**src/wbwd_pkg.sv**
```systemverilog
// Package for the wide-by-word divider: field widths, pipeline sizing constants
// and the packed transfer and pipeline stage types. No dependencies.
`timescale 1ns / 1ps

package wbwd_pkg;

  localparam int unsigned DIVIDEND_W           = 128;
  localparam int unsigned HALF_W               = 64;
  localparam int unsigned DIVISOR_W            = 32;
  localparam int unsigned WBWD_STEPS_PER_STAGE = 8;

  typedef struct packed {
    logic [HALF_W-1:0]    dividend_high;
    logic [HALF_W-1:0]    dividend_low;
    logic [DIVISOR_W-1:0] divisor;
  } wbwd_in_t;

  typedef struct packed {
    logic [HALF_W-1:0]    quotient_high;
    logic [HALF_W-1:0]    quotient_low;
    logic [DIVISOR_W-1:0] remainder;
    logic                 divide_by_zero;
  } wbwd_out_t;

  // Partial remainder, plus a word that shifts dividend bits out at the top
  // while quotient bits enter at the bottom.
  typedef struct packed {
    logic                  valid;
    logic                  dbz;
    logic [DIVISOR_W-1:0]  divisor;
    logic [DIVISOR_W-1:0]  rem;
    logic [DIVIDEND_W-1:0] dq;
  } wbwd_pipe_t;

endpackage

```
**src/wbwd_stage.sv**
```systemverilog
// One registered pipeline stage of the restoring divider: a fixed number of
// shift, compare and subtract steps. Depends on wbwd_pkg.
`timescale 1ns / 1ps

module wbwd_stage #(
  parameter int unsigned STEPS = wbwd_pkg::WBWD_STEPS_PER_STAGE
) (
  input  logic               clk,
  input  logic               rst_n,
  input  wbwd_pkg::wbwd_pipe_t pipe_in,
  output wbwd_pkg::wbwd_pipe_t pipe_out
);
  import wbwd_pkg::*;

  logic [DIVISOR_W-1:0]  rem_nxt;
  logic [DIVIDEND_W-1:0] dq_nxt;
  logic [DIVISOR_W:0]    trial;

  logic                  valid_r;
  logic                  dbz_r;
  logic [DIVISOR_W-1:0]  divisor_r;
  logic [DIVISOR_W-1:0]  rem_r;
  logic [DIVIDEND_W-1:0] dq_r;

  always_comb begin
    rem_nxt = pipe_in.rem;
    dq_nxt  = pipe_in.dq;
    trial   = '0;
    for (int i = 0; i < STEPS; i++) begin
      trial = {rem_nxt, dq_nxt[DIVIDEND_W-1]};
      if (trial >= {1'b0, pipe_in.divisor}) begin
        rem_nxt = DIVISOR_W'(trial - {1'b0, pipe_in.divisor});
        dq_nxt  = {dq_nxt[DIVIDEND_W-2:0], 1'b1};
      end else begin
        rem_nxt = trial[DIVISOR_W-1:0];
        dq_nxt  = {dq_nxt[DIVIDEND_W-2:0], 1'b0};
      end
    end
  end

  always_ff @(posedge clk) begin
    if (!rst_n) begin
      valid_r <= 1'b0;
    end else begin
      valid_r <= pipe_in.valid;
    end
  end

  always_ff @(posedge clk) begin
    dbz_r     <= pipe_in.dbz;
    divisor_r <= pipe_in.divisor;
    rem_r     <= rem_nxt;
    dq_r      <= dq_nxt;
  end

  assign pipe_out = '{valid: valid_r, dbz: dbz_r, divisor: divisor_r,
                      rem: rem_r, dq: dq_r};

`ifndef NO_ASSERTIONS
  a_rem_below_divisor: assert property (@(posedge clk) disable iff (!rst_n)
    (pipe_in.valid && !pipe_in.dbz && pipe_in.rem < pipe_in.divisor)
      |=> (rem_r < divisor_r))
    else $error("Partial remainder reached the divisor.");

  a_dbz_follows_divisor: assert property (@(posedge clk) disable iff (!rst_n)
    (pipe_in.valid && (pipe_in.dbz == (pipe_in.divisor == '0)))
      |=> (dbz_r == (divisor_r == '0)))
    else $error("Zero flag lost track of the divisor.");

  a_valid_travels: assert property (@(posedge clk) disable iff (!rst_n)
    valid_r |-> $past(pipe_in.valid))
    else $error("Stage valid without an upstream transfer.");
`endif

endmodule

```
**config.mk**
```make
export PLATFORM = sky130hd
export DESIGN_NAME = wbwd_stage
export DESIGN_NICKNAME = d
export VERILOG_FILES = /design/src/wbwd_pkg.sv /design/src/wbwd_stage.sv
export SDC_FILE = /design/constraint.sdc
export NUM_CORES = 1
export LEC_CHECK = 0
export BUFFER_PORTS_ARGS = -buffer_cell sky130_fd_sc_hd__buf_2
export CORE_AREA = 4 4 226 228
export CTS_CLUSTER_DIAMETER = 40
export CTS_CLUSTER_SIZE = 30
export DETAILED_ROUTE_END_ITERATION = 12
export DIE_AREA = 0 0 230 232
export GPL_TIMING_DRIVEN = 0
export SYNTH_ARGS = -nofsm -noshare
export SYNTH_HDL_FRONTEND = slang
export SYNTH_SLANG_ARGS = --single-unit
```
**constraint.sdc**
```tcl
create_clock -name clk -period 89.8 [get_ports clk]
set_input_delay 17.96 -clock clk [delete_from_list [all_inputs] [get_ports clk]]
set_output_delay 17.96 -clock clk [all_outputs]
set_load 0.1 [all_outputs]
```
# Yosys cells after proc, flatten, opt, wreduce, memory -nomap -nowiden
# Cells that the tools add are included.
dict set report totals {
  register_bits 194
  in_bits 196
  elab_cells 37
  output_inout_bits 194
}
dict set report classes {
  muxes 16
  order_cmp 8
  addsub 8
}
# operator n
set op_table {}
lappend op_table {{greater-or-equal comparator 33 x 32 -> 1 bit} 8}
lappend op_table {{2-to-1 mux 32 bit} 8}
lappend op_table {{subtractor 32 bit} 8}
lappend op_table {{2-to-1 mux 1 bit} 8}

# Logic depth before layout (Yosys ltp)
# Gate-level depths: netlist of run 1.
dict set report logic_depth {
  word_depth 16
  mapped_depth 130
  ltp_nobuf 116
}

# Worst setup path before layout of run 1
# OpenSTA, ideal clock, no wires.
dict set report synth_path {
  kind {in2reg}
  start {in pipe_in[161] in the netlist's numbering}
  end {reg rem_r[10]}
  required_ps 89678
  stages 121
  t_arrival_ps 42453
  setup_slack_ps 47225
  n_path_buf 13
  setup_ps 122
  path_cell_list {inv_1 -> ha_1 -> nor2b_1 -> o31ai_1 -> a21oi_2 -> a21o_1 -> a21oi_2 -> o31a_1 -> inv_1 -> clkbuf_1 -> clkbuf_1 -> o21ai_0 -> inv_1 -> ha_1 -> nand2b_1 -> a21o_1 -> a32o_1 -> o21ai_1 -> [... 85 more ...] -> ha_1 -> nor2b_1 -> o21ai_0 -> a21boi_0 -> o21ai_1 -> a2111oi_0 -> or3b_1 -> a21oi_1 -> o21ai_1 -> o21a_1 -> o41a_1 -> o211a_1 -> o21a_1 -> nor3_1 -> mux2_4 -> inv_2 -> buf_6 -> a221o_1}
}
dict set report synth_between {
  elab_chain_cells 16
  word_cells_on_any_way 24
  cone_classes {add/sub: 8; order compare: 8; mux: 8}
}
# element line
set synth_rtl {}
lappend synth_rtl {{start, declared} wbwd_stage.sv:10} ;# input wbwd_pkg::wbwd_pipe_t pipe_in,
lappend synth_rtl {{subtractor 32 bit / greater-or-equal comparator 33 x 32 -> 1 bit (equally long branches)} {wbwd_stage.sv:32, wbwd_stage.sv:31}}
lappend synth_rtl {{2-to-1 mux 32 bit} wbwd_stage.sv:31} ;# if (trial >= {1'b0, pipe_in.divisor}) begin
lappend synth_rtl {{subtractor 32 bit / greater-or-equal comparator 33 x 32 -> 1 bit (equally long branches)} {wbwd_stage.sv:32, wbwd_stage.sv:31}}
lappend synth_rtl {{2-to-1 mux 32 bit} wbwd_stage.sv:31}
lappend synth_rtl {{subtractor 32 bit / greater-or-equal comparator 33 x 32 -> 1 bit (equally long branches)} {wbwd_stage.sv:32, wbwd_stage.sv:31}}
lappend synth_rtl {{2-to-1 mux 32 bit} wbwd_stage.sv:31}
lappend synth_rtl {{subtractor 32 bit / greater-or-equal comparator 33 x 32 -> 1 bit (equally long branches)} {wbwd_stage.sv:32, wbwd_stage.sv:31}}
lappend synth_rtl {{2-to-1 mux 32 bit} wbwd_stage.sv:31}
lappend synth_rtl {{subtractor 32 bit / greater-or-equal comparator 33 x 32 -> 1 bit (equally long branches)} {wbwd_stage.sv:32, wbwd_stage.sv:31}}
lappend synth_rtl {{2-to-1 mux 32 bit} wbwd_stage.sv:31}
lappend synth_rtl {{subtractor 32 bit / greater-or-equal comparator 33 x 32 -> 1 bit (equally long branches)} {wbwd_stage.sv:32, wbwd_stage.sv:31}}
lappend synth_rtl {{2-to-1 mux 32 bit} wbwd_stage.sv:31}
lappend synth_rtl {{subtractor 32 bit / greater-or-equal comparator 33 x 32 -> 1 bit (equally long branches)} {wbwd_stage.sv:32, wbwd_stage.sv:31}}
lappend synth_rtl {{2-to-1 mux 32 bit} wbwd_stage.sv:31}
lappend synth_rtl {{subtractor 32 bit / greater-or-equal comparator 33 x 32 -> 1 bit (equally long branches)} {wbwd_stage.sv:32, wbwd_stage.sv:31}}
lappend synth_rtl {{2-to-1 mux 32 bit *} wbwd_stage.sv:31}
lappend synth_rtl {{net rem_nxt[10]} wbwd_stage.sv:15} ;# logic [DIVISOR_W-1:0] rem_nxt;
lappend synth_rtl {{end signal, assigned} wbwd_stage.sv:52} ;# rem_r <= rem_nxt;
lappend synth_rtl {{end, declared} wbwd_stage.sv:22} ;# logic [DIVISOR_W-1:0] rem_r;
# Mark *: on every way through the listed nets, which the timed path passes. The rest lies on a longest branch.
# A chain may end at the register's enable or synchronous reset.

# Worst setup path after layout of run 1
dict set report layout_path {
  start {in pipe_in[161] in the netlist's numbering}
  end {reg rem_r[8]}
}
# The elaborated chain is that of the path after synthesis.

==> results of run 1 <==
stage by stage:
| step | std cells | utilization [%] |
|---|---|---|
| after floorplan | 2425 | - |
| after global placement | 3478 | 46.3 |
| after detailed placement | 3478 | 46.3 |
| after CTS | 3510 | 47.6 |
| after global routing | 3510 | 47.6 |
| final | 3511 | 47.6 |
critical path, delay by kind of cell:
| kind | cells | cell delay (ns) |
|---|---|---|
| muxes | 3 | 1.00 |
| and+or+nand+nor | 17 | 3.67 |
| adders and majority gates | 8 | 2.70 |
| AOI/OAI and AO/OA | 71 | 20.30 |
| buffers and inverters | 25 | 5.99 |
area by class of cell:
cell class / count / share of cell area (%)
Multi-Input combinational cell: 2041 / 65.1
Sequential cell: 194 / 16.7
Timing Repair Buffer: 389 / 8.36
Tap cell: 664 / 3.57
Inverter: 138 / 2.23
Clock buffer: 17 / 1.83
Buffer: 52 / 1.27
Clock inverter: 15 / 0.925
Antenna cell: 1 / 0.0108
routing by layer:
metal	routed length (um)	track usage, %	vias to the layer above
met4	1970	7.66	0
met1	31400	32.7	9203
met3	4220	4.62	111
met5	0	0	-
met2	34600	45.5	656
li1	-	-	9804
cells by family (layout without fill, tap and decap cells):
kind of cell | after synthesis | in the layout | synth area share (%)
AOI/OAI and AO/OA | 760 | 760 | 25.3
xor gates and xnor gates | 211 | 211 | 9.31
adders and majority gates | 264 | 264 | 16.9
buffers and inverters | 190 | 611 | 4.10
DFF | 194 | 194 | 19.6
muxes | 158 | 158 | 8.95
other | 0 | 1 | 0
and+or+nand+nor | 648 | 648 | 15.9
placed cells by master, fill, tap and decap left out, types with 28 or more instances in the layout:
master / instances
sky130_fd_sc_hd__buf_2: 408
sky130_fd_sc_hd__ha_1: 256
sky130_fd_sc_hd__a21oi_1: 247
sky130_fd_sc_hd__dfxtp_1: 194
sky130_fd_sc_hd__nor2_1: 182
sky130_fd_sc_hd__nand2_1: 161
sky130_fd_sc_hd__xnor2_1: 156
sky130_fd_sc_hd__inv_1: 133
sky130_fd_sc_hd__o21ai_0: 127
sky130_fd_sc_hd__mux2_2: 127
sky130_fd_sc_hd__a21o_1: 94
sky130_fd_sc_hd__xor2_1: 55
sky130_fd_sc_hd__and3_1: 47
sky130_fd_sc_hd__nand3_1: 45
sky130_fd_sc_hd__nand2b_1: 43
sky130_fd_sc_hd__nor3_1: 40
sky130_fd_sc_hd__o21bai_1: 34
sky130_fd_sc_hd__nand4_1: 33
sky130_fd_sc_hd__o21a_1: 32
sky130_fd_sc_hd__a221o_1: 31
sky130_fd_sc_hd__nor2b_1: 28
state kept, by name (all words and copies together) (netlist names):
name	count
dbz_r	1
divisor_r	32
dq_r	128
rem_r	32
valid_r	1
path summary, 6_finish.rpt:
check                   startpoint  cells past startpoint  slack [ns]                to
worst min-delay path   pipe_in[51]                      1       17.56  dq_r[59]$_DFF_P_
worst max-delay path  pipe_in[161]                    124       38.41  rem_r[8]$_DFF_P_
==> key figures, run 1 <==
STA
  – Final Critical Period: 51.39 ns
  – Achievable Freq: 19.5 MHz
  – Pin slew with the least headroom to its limit: 1.20 ns
  – Final hold violation count: 0
  – Relative slew slack: 19.0%
  – Final setup violation count: 0
  – Setup TNS: 0 ns
  – Setup repair after global routing missed its margin: no
  – Final Max Tran Viols: 0
  – Period utilization: 57.2%
  – Tightest hold margin: 17.56 ns
  – Least setup slack across all paths after layout: 38.41 ns

Floorplan
  – Horiz. Die Dim: 230 um
  – Core Box Area: 48800 um^2
  – Ports placed on the boundary: 390
  – Area of the die: 53400 um^2
  – Height of the chip: 232 um
  – Floorplan row count: 81
  – Initial standard-cell utilization of the core: 40.6%

Synthesis
  – Post-synthesis instance area: 19900 um^2
  – Yosys top cell area share: 19.6%
  – Count of unique library cells instantiated by Yosys: 92
  – Cell taking the most area after synthesis: sky130_fd_sc_hd__dfxtp_1
  – Mapped Avg Cell Area: 8.19 um^2
  – Most used standard cells in the synthesized netlist: sky130_fd_sc_hd__ha_1, sky130_fd_sc_hd__a21oi_1, sky130_fd_sc_hd__dfxtp_1
  – Top post-synthesis cells by area: sky130_fd_sc_hd__dfxtp_1, sky130_fd_sc_hd__ha_1, sky130_fd_sc_hd__mux2_2
  – Flop and latch count out of synthesis: 194
  – Post-synthesis sequential area ratio: 19.6%
  – Most frequent cell after synthesis: sky130_fd_sc_hd__ha_1
  – Number of enable-type register cells in the synthesized netlist: 0
  – YS warnings: 0
  – Cell count after synthesis: 2425
  – Most frequently used flop master after synthesis: sky130_fd_sc_hd__dfxtp_1
  – FFs w/ async S/R, synth: 0%
  – Syn nets: 2885

Clock network
  – # clock sinks: 194
  – Clock Path Buffers: 2
  – Level count of the clock H-tree: 4
  – TritonCTS clock tree: built
  – Count of instances resized after the clock tree is built: 0
  – Cell chosen for the clock root: sky130_fd_sc_hd__clkbuf_16
  – Total CTS buffers: 17
  – Hold buffer count at cts: 0
  – Post-CTS setup repair buffer count: 0
  – Clk slew on worst S/H paths: 0.09 ns

Drt
  – Wire per inst: 20.6 um
  – DRC violation count after routing: 0
  – Iter 0 DRT Violations: 1364
  – Post-route antenna net violation count: 0
  – Number of vias per cell: 5.63
  – WL final: 72200 um
  – Total via count after detailed routing: 19774
  – Detailed-routing iteration count for the pre-antenna-repair pass: 5

Global routing
  – Initial antenna violation count: 5
  – Via count of the first global-routing pass: 18903
  – Total global-route track usage: 26.0%
  – Global-route wire length before repair: 108000 um
  – Pin count of the biggest net entering global routing: 24
  – Global-route congestion overflow total: 0

Finish
  – # fillers: 4907
  – Layout cells sized above 1: 21.7%
  – Final-stage net count: 3293
  – Final standard cell area without fillers: 23300 um^2
  – Sequential cell area: 3880 um^2
  – Area of the multi-input gates: 15200 um^2
  – Area growth syn-to-layout: 17.2%

Critical path
  – Crit-path slowest cell: sky130_fd_sc_hd__nor3_1
  – Req. time, crit path: 90.18 ns
  – Kind of capture point of the worst setup path: register
  – Start-to-end type of the worst setup path: in2reg
  – Highest cell delay on the worst timing path: 0.93 ns
  – Arrival time at the worst endpoint: 51.77 ns
  – Startpoint types: primary input
  – Highest fanout seen on the critical path: 10

Place
  – Worst slack after detailed placement: 38.76 ns
  – Count of input and output buffers: 389
  – HPWL after detailed placement: 61500 um
  – Area post-placement: 22600 um^2
  – Placer congestion estimate: 0.947

Hold path
  – Hold/Removal Path Class: in2reg

Flow run
  – Number of max-cap violations: 0

Run status
  – Outcome: complete, no violations
Power of run 1 is not shown: default switching activity piles up to over one toggle a cycle in this logic, so the estimate is an artifact.
==> inputs of run 2 (changes only) <==
--- a/config.mk
+++ b/config.mk
@@ -5,12 +5,13 @@
 export SDC_FILE = /design/constraint.sdc
 export NUM_CORES = 1
 export LEC_CHECK = 0
+export ABC_AREA = 1
 export BUFFER_PORTS_ARGS = -buffer_cell sky130_fd_sc_hd__buf_2
-export CORE_AREA = 4 4 226 228
+export CORE_AREA = 4 4 228 230
 export CTS_CLUSTER_DIAMETER = 40
 export CTS_CLUSTER_SIZE = 30
 export DETAILED_ROUTE_END_ITERATION = 12
-export DIE_AREA = 0 0 230 232
+export DIE_AREA = 0 0 232 234
 export GPL_TIMING_DRIVEN = 0
 export SYNTH_ARGS = -nofsm -noshare
 export SYNTH_HDL_FRONTEND = slang
==> constraint.sdc (replaced) <==
create_clock -name clk -period 46.3 [get_ports clk]
set_input_delay 9.26 -clock clk [delete_from_list [all_inputs] [get_ports clk]]
set_output_delay 9.26 -clock clk [all_outputs]
set_load 0.1 [all_outputs]
==> run 2 against run 1 <==
First-iteration DRC count up 38%. Final cell count rose by 20%. Area after synthesis increased by 2.3%. Flip-flop and latch count unchanged. Largest cell class unchanged. Synthesized cell count rose by 29%.
==> key figures, run 2 <==
Run status
  – Outcome: complete, no violations

Critical path
  – Startpoint types: primary input
  – Highest cell delay on the worst timing path: 0.73 ns
  – Start-to-end type of the worst setup path: in2reg
  – Kind of capture point of the worst setup path: register
  – Highest fanout seen on the critical path: 10
  – Crit-path slowest cell: sky130_fd_sc_hd__inv_1
  – Most repeated library cell on the critical path: sky130_fd_sc_hd__nand2_1
  – Req. time, crit path: 46.69 ns
  – Arrival time at the worst endpoint: 33.19 ns

STA
  – Setup repair after global routing missed its margin: no
  – Relative slew slack: 31.3%
  – Pin slew with the least headroom to its limit: 1.03 ns
  – Final Max Tran Viols: 0
  – Setup TNS: 0 ns
  – Tightest hold margin: 8.87 ns
  – Least setup slack across all paths after layout: 13.50 ns
  – Achievable Freq: 30.5 MHz
  – Period utilization: 70.8%
  – Final Critical Period: 32.80 ns
  – Final hold violation count: 0
  – Final setup violation count: 0

Drt
  – DRC violation count after routing: 0
  – Total via count after detailed routing: 22309
  – Post-route antenna net violation count: 0
  – WL final: 80900 um
  – Iter 0 DRT Violations: 1880
  – Detailed-routing iteration count for the pre-antenna-repair pass: 6
  – Wire per inst: 19.2 um
  – Number of vias per cell: 5.28

Floorplan
  – Initial standard-cell utilization of the core: 40.7%
  – Ports placed on the boundary: 390
  – Height of the chip: 234 um
  – Core Box Area: 49900 um^2
  – Area of the die: 54300 um^2
  – Floorplan row count: 82
  – Horiz. Die Dim: 232 um

Clock network
  – Post-CTS setup repair buffer count: 0
  – # clock sinks: 194
  – TritonCTS clock tree: built
  – Clk slew on worst S/H paths: 0.10 ns
  – Count of instances resized after the clock tree is built: 0
  – Hold buffer count at cts: 0
  – Cell chosen for the clock root: sky130_fd_sc_hd__clkbuf_16
  – Clock Path Buffers: 2
  – Total CTS buffers: 17
  – Level count of the clock H-tree: 4

Synthesis
  – Most used standard cells in the synthesized netlist: sky130_fd_sc_hd__nand2_1, sky130_fd_sc_hd__inv_1, sky130_fd_sc_hd__a21oi_1
  – Post-synthesis sequential area ratio: 19.1%
  – Mapped Avg Cell Area: 6.49 um^2
  – Cell taking the most area after synthesis: sky130_fd_sc_hd__dfxtp_1
  – Yosys top cell area share: 19.1%
  – Most frequently used flop master after synthesis: sky130_fd_sc_hd__dfxtp_1
  – Flop and latch count out of synthesis: 194
  – YS warnings: 0
  – Cell count after synthesis: 3129
  – Number of enable-type register cells in the synthesized netlist: 0
  – Post-synthesis instance area: 20300 um^2
  – Most frequent cell after synthesis: sky130_fd_sc_hd__nand2_1
  – Count of unique library cells instantiated by Yosys: 51
  – Top post-synthesis cells by area: sky130_fd_sc_hd__dfxtp_1, sky130_fd_sc_hd__nand2_1, sky130_fd_sc_hd__ha_1
  – Syn nets: 3589
  – FFs w/ async S/R, synth: 0%

Place
  – Count of input and output buffers: 389
  – Worst slack after detailed placement: 13.72 ns
  – HPWL after detailed placement: 66300 um
  – Placer congestion estimate: 0.967

Finish
  – Most common cell after layout, fill and taps aside: sky130_fd_sc_hd__nand2_1
  – Most frequent cells in the layout: sky130_fd_sc_hd__nand2_1, sky130_fd_sc_hd__buf_2, sky130_fd_sc_hd__inv_1
  – Max reg flops: 128
  – Utilization after layout: 47.6%
  – # fillers: 5343
  – Area of the multi-input gates: 14800 um^2
  – Largest registers ranked by flip-flop count: dq_r (128), divisor_r (32), rem_r (32)
  – Largest register by flop count: dq_r
  – Sequential cell area: 3880 um^2
  – Final-stage net count: 3997
  – Layout cells sized above 1: 15.3%
  – Area growth syn-to-layout: 16.8%

Flow run
  – Number of max-cap violations: 0

Global routing
  – Global-route wire length before repair: 120000 um
  – Global-route congestion overflow total: 0
  – Pin count of the biggest net entering global routing: 21
  – Total global-route track usage: 28.8%
  – Via count of the first global-routing pass: 20437
  – Initial antenna violation count: 6

Hold path
  – Hold/Removal Path Class: in2reg
## run 2: cell count changes after synthesis, sizes merged, moves of 52 or more
cell,previous run,this run
a21o,94,22
inv,138,338
mux2,140,0
xor2,55,107
nand3,45,136
o21ai,140,261
nand2,161,960
## run 2: final timing paths
kind | from | end | slack [ns] | depth (start not counted)
worst min-delay path | pipe_in[30] | dq_r[38]$_DFF_P_ | 8.87 | 1
worst max-delay path | pipe_in[180] | rem_r[30]$_DFF_P_ | 13.50 | 140
## run 2: final cells by class
class                      count  share of cell area, %
clock buffer                  18                   1.85
timing repair buffer         389                   8.20
multi-input combinational   2543                   62.3
clock inverter                14                  0.796
inverter                     338                   5.36
buffer                        54                   1.54
antenna                        2                 0.0211
sequential                   194                   16.4
tap                          672                   3.54
## run 2: logic make-up after synthesis
family | count (synthesis) | share of synthesized area (%)
AO/OA/AOI/OAI | 666 | 18.2
XOR/XNOR | 225 | 9.70
adder cells (fa/ha/maj) | 264 | 16.6
buffers and inverters | 392 | 8.06
flip-flops | 194 | 19.1
AND/OR/NAND/NOR | 1388 | 28.3
## run 2: layer usage
metal  up-vias  track usage (%)  wire length [um]
li1      11224                -                 -
met1     10092             38.5             35700
met2       812             45.8             35300
met3       181             5.11              6150
met4         0             12.3              3710
met5         -                0                 0
## run 2: worst max-delay path, delay by kind of cell
family	cells	cell delay, ns
simple gates	74	8.27
xor+xnor	1	0.18
fa+ha+maj	8	3.14
buf+inv	22	4.21
compound gates	35	7.99
## run 2: per-stage QoR
stage / cell area [um^2] / instances
floorplan: 20300 / 3129
global placement: 23100 / 4190
detailed placement: 23100 / 4190
CTS: 23700 / 4222
global route: 23700 / 4223
finish: 23700 / 4224
Power of run 2 is left out for the same reason.
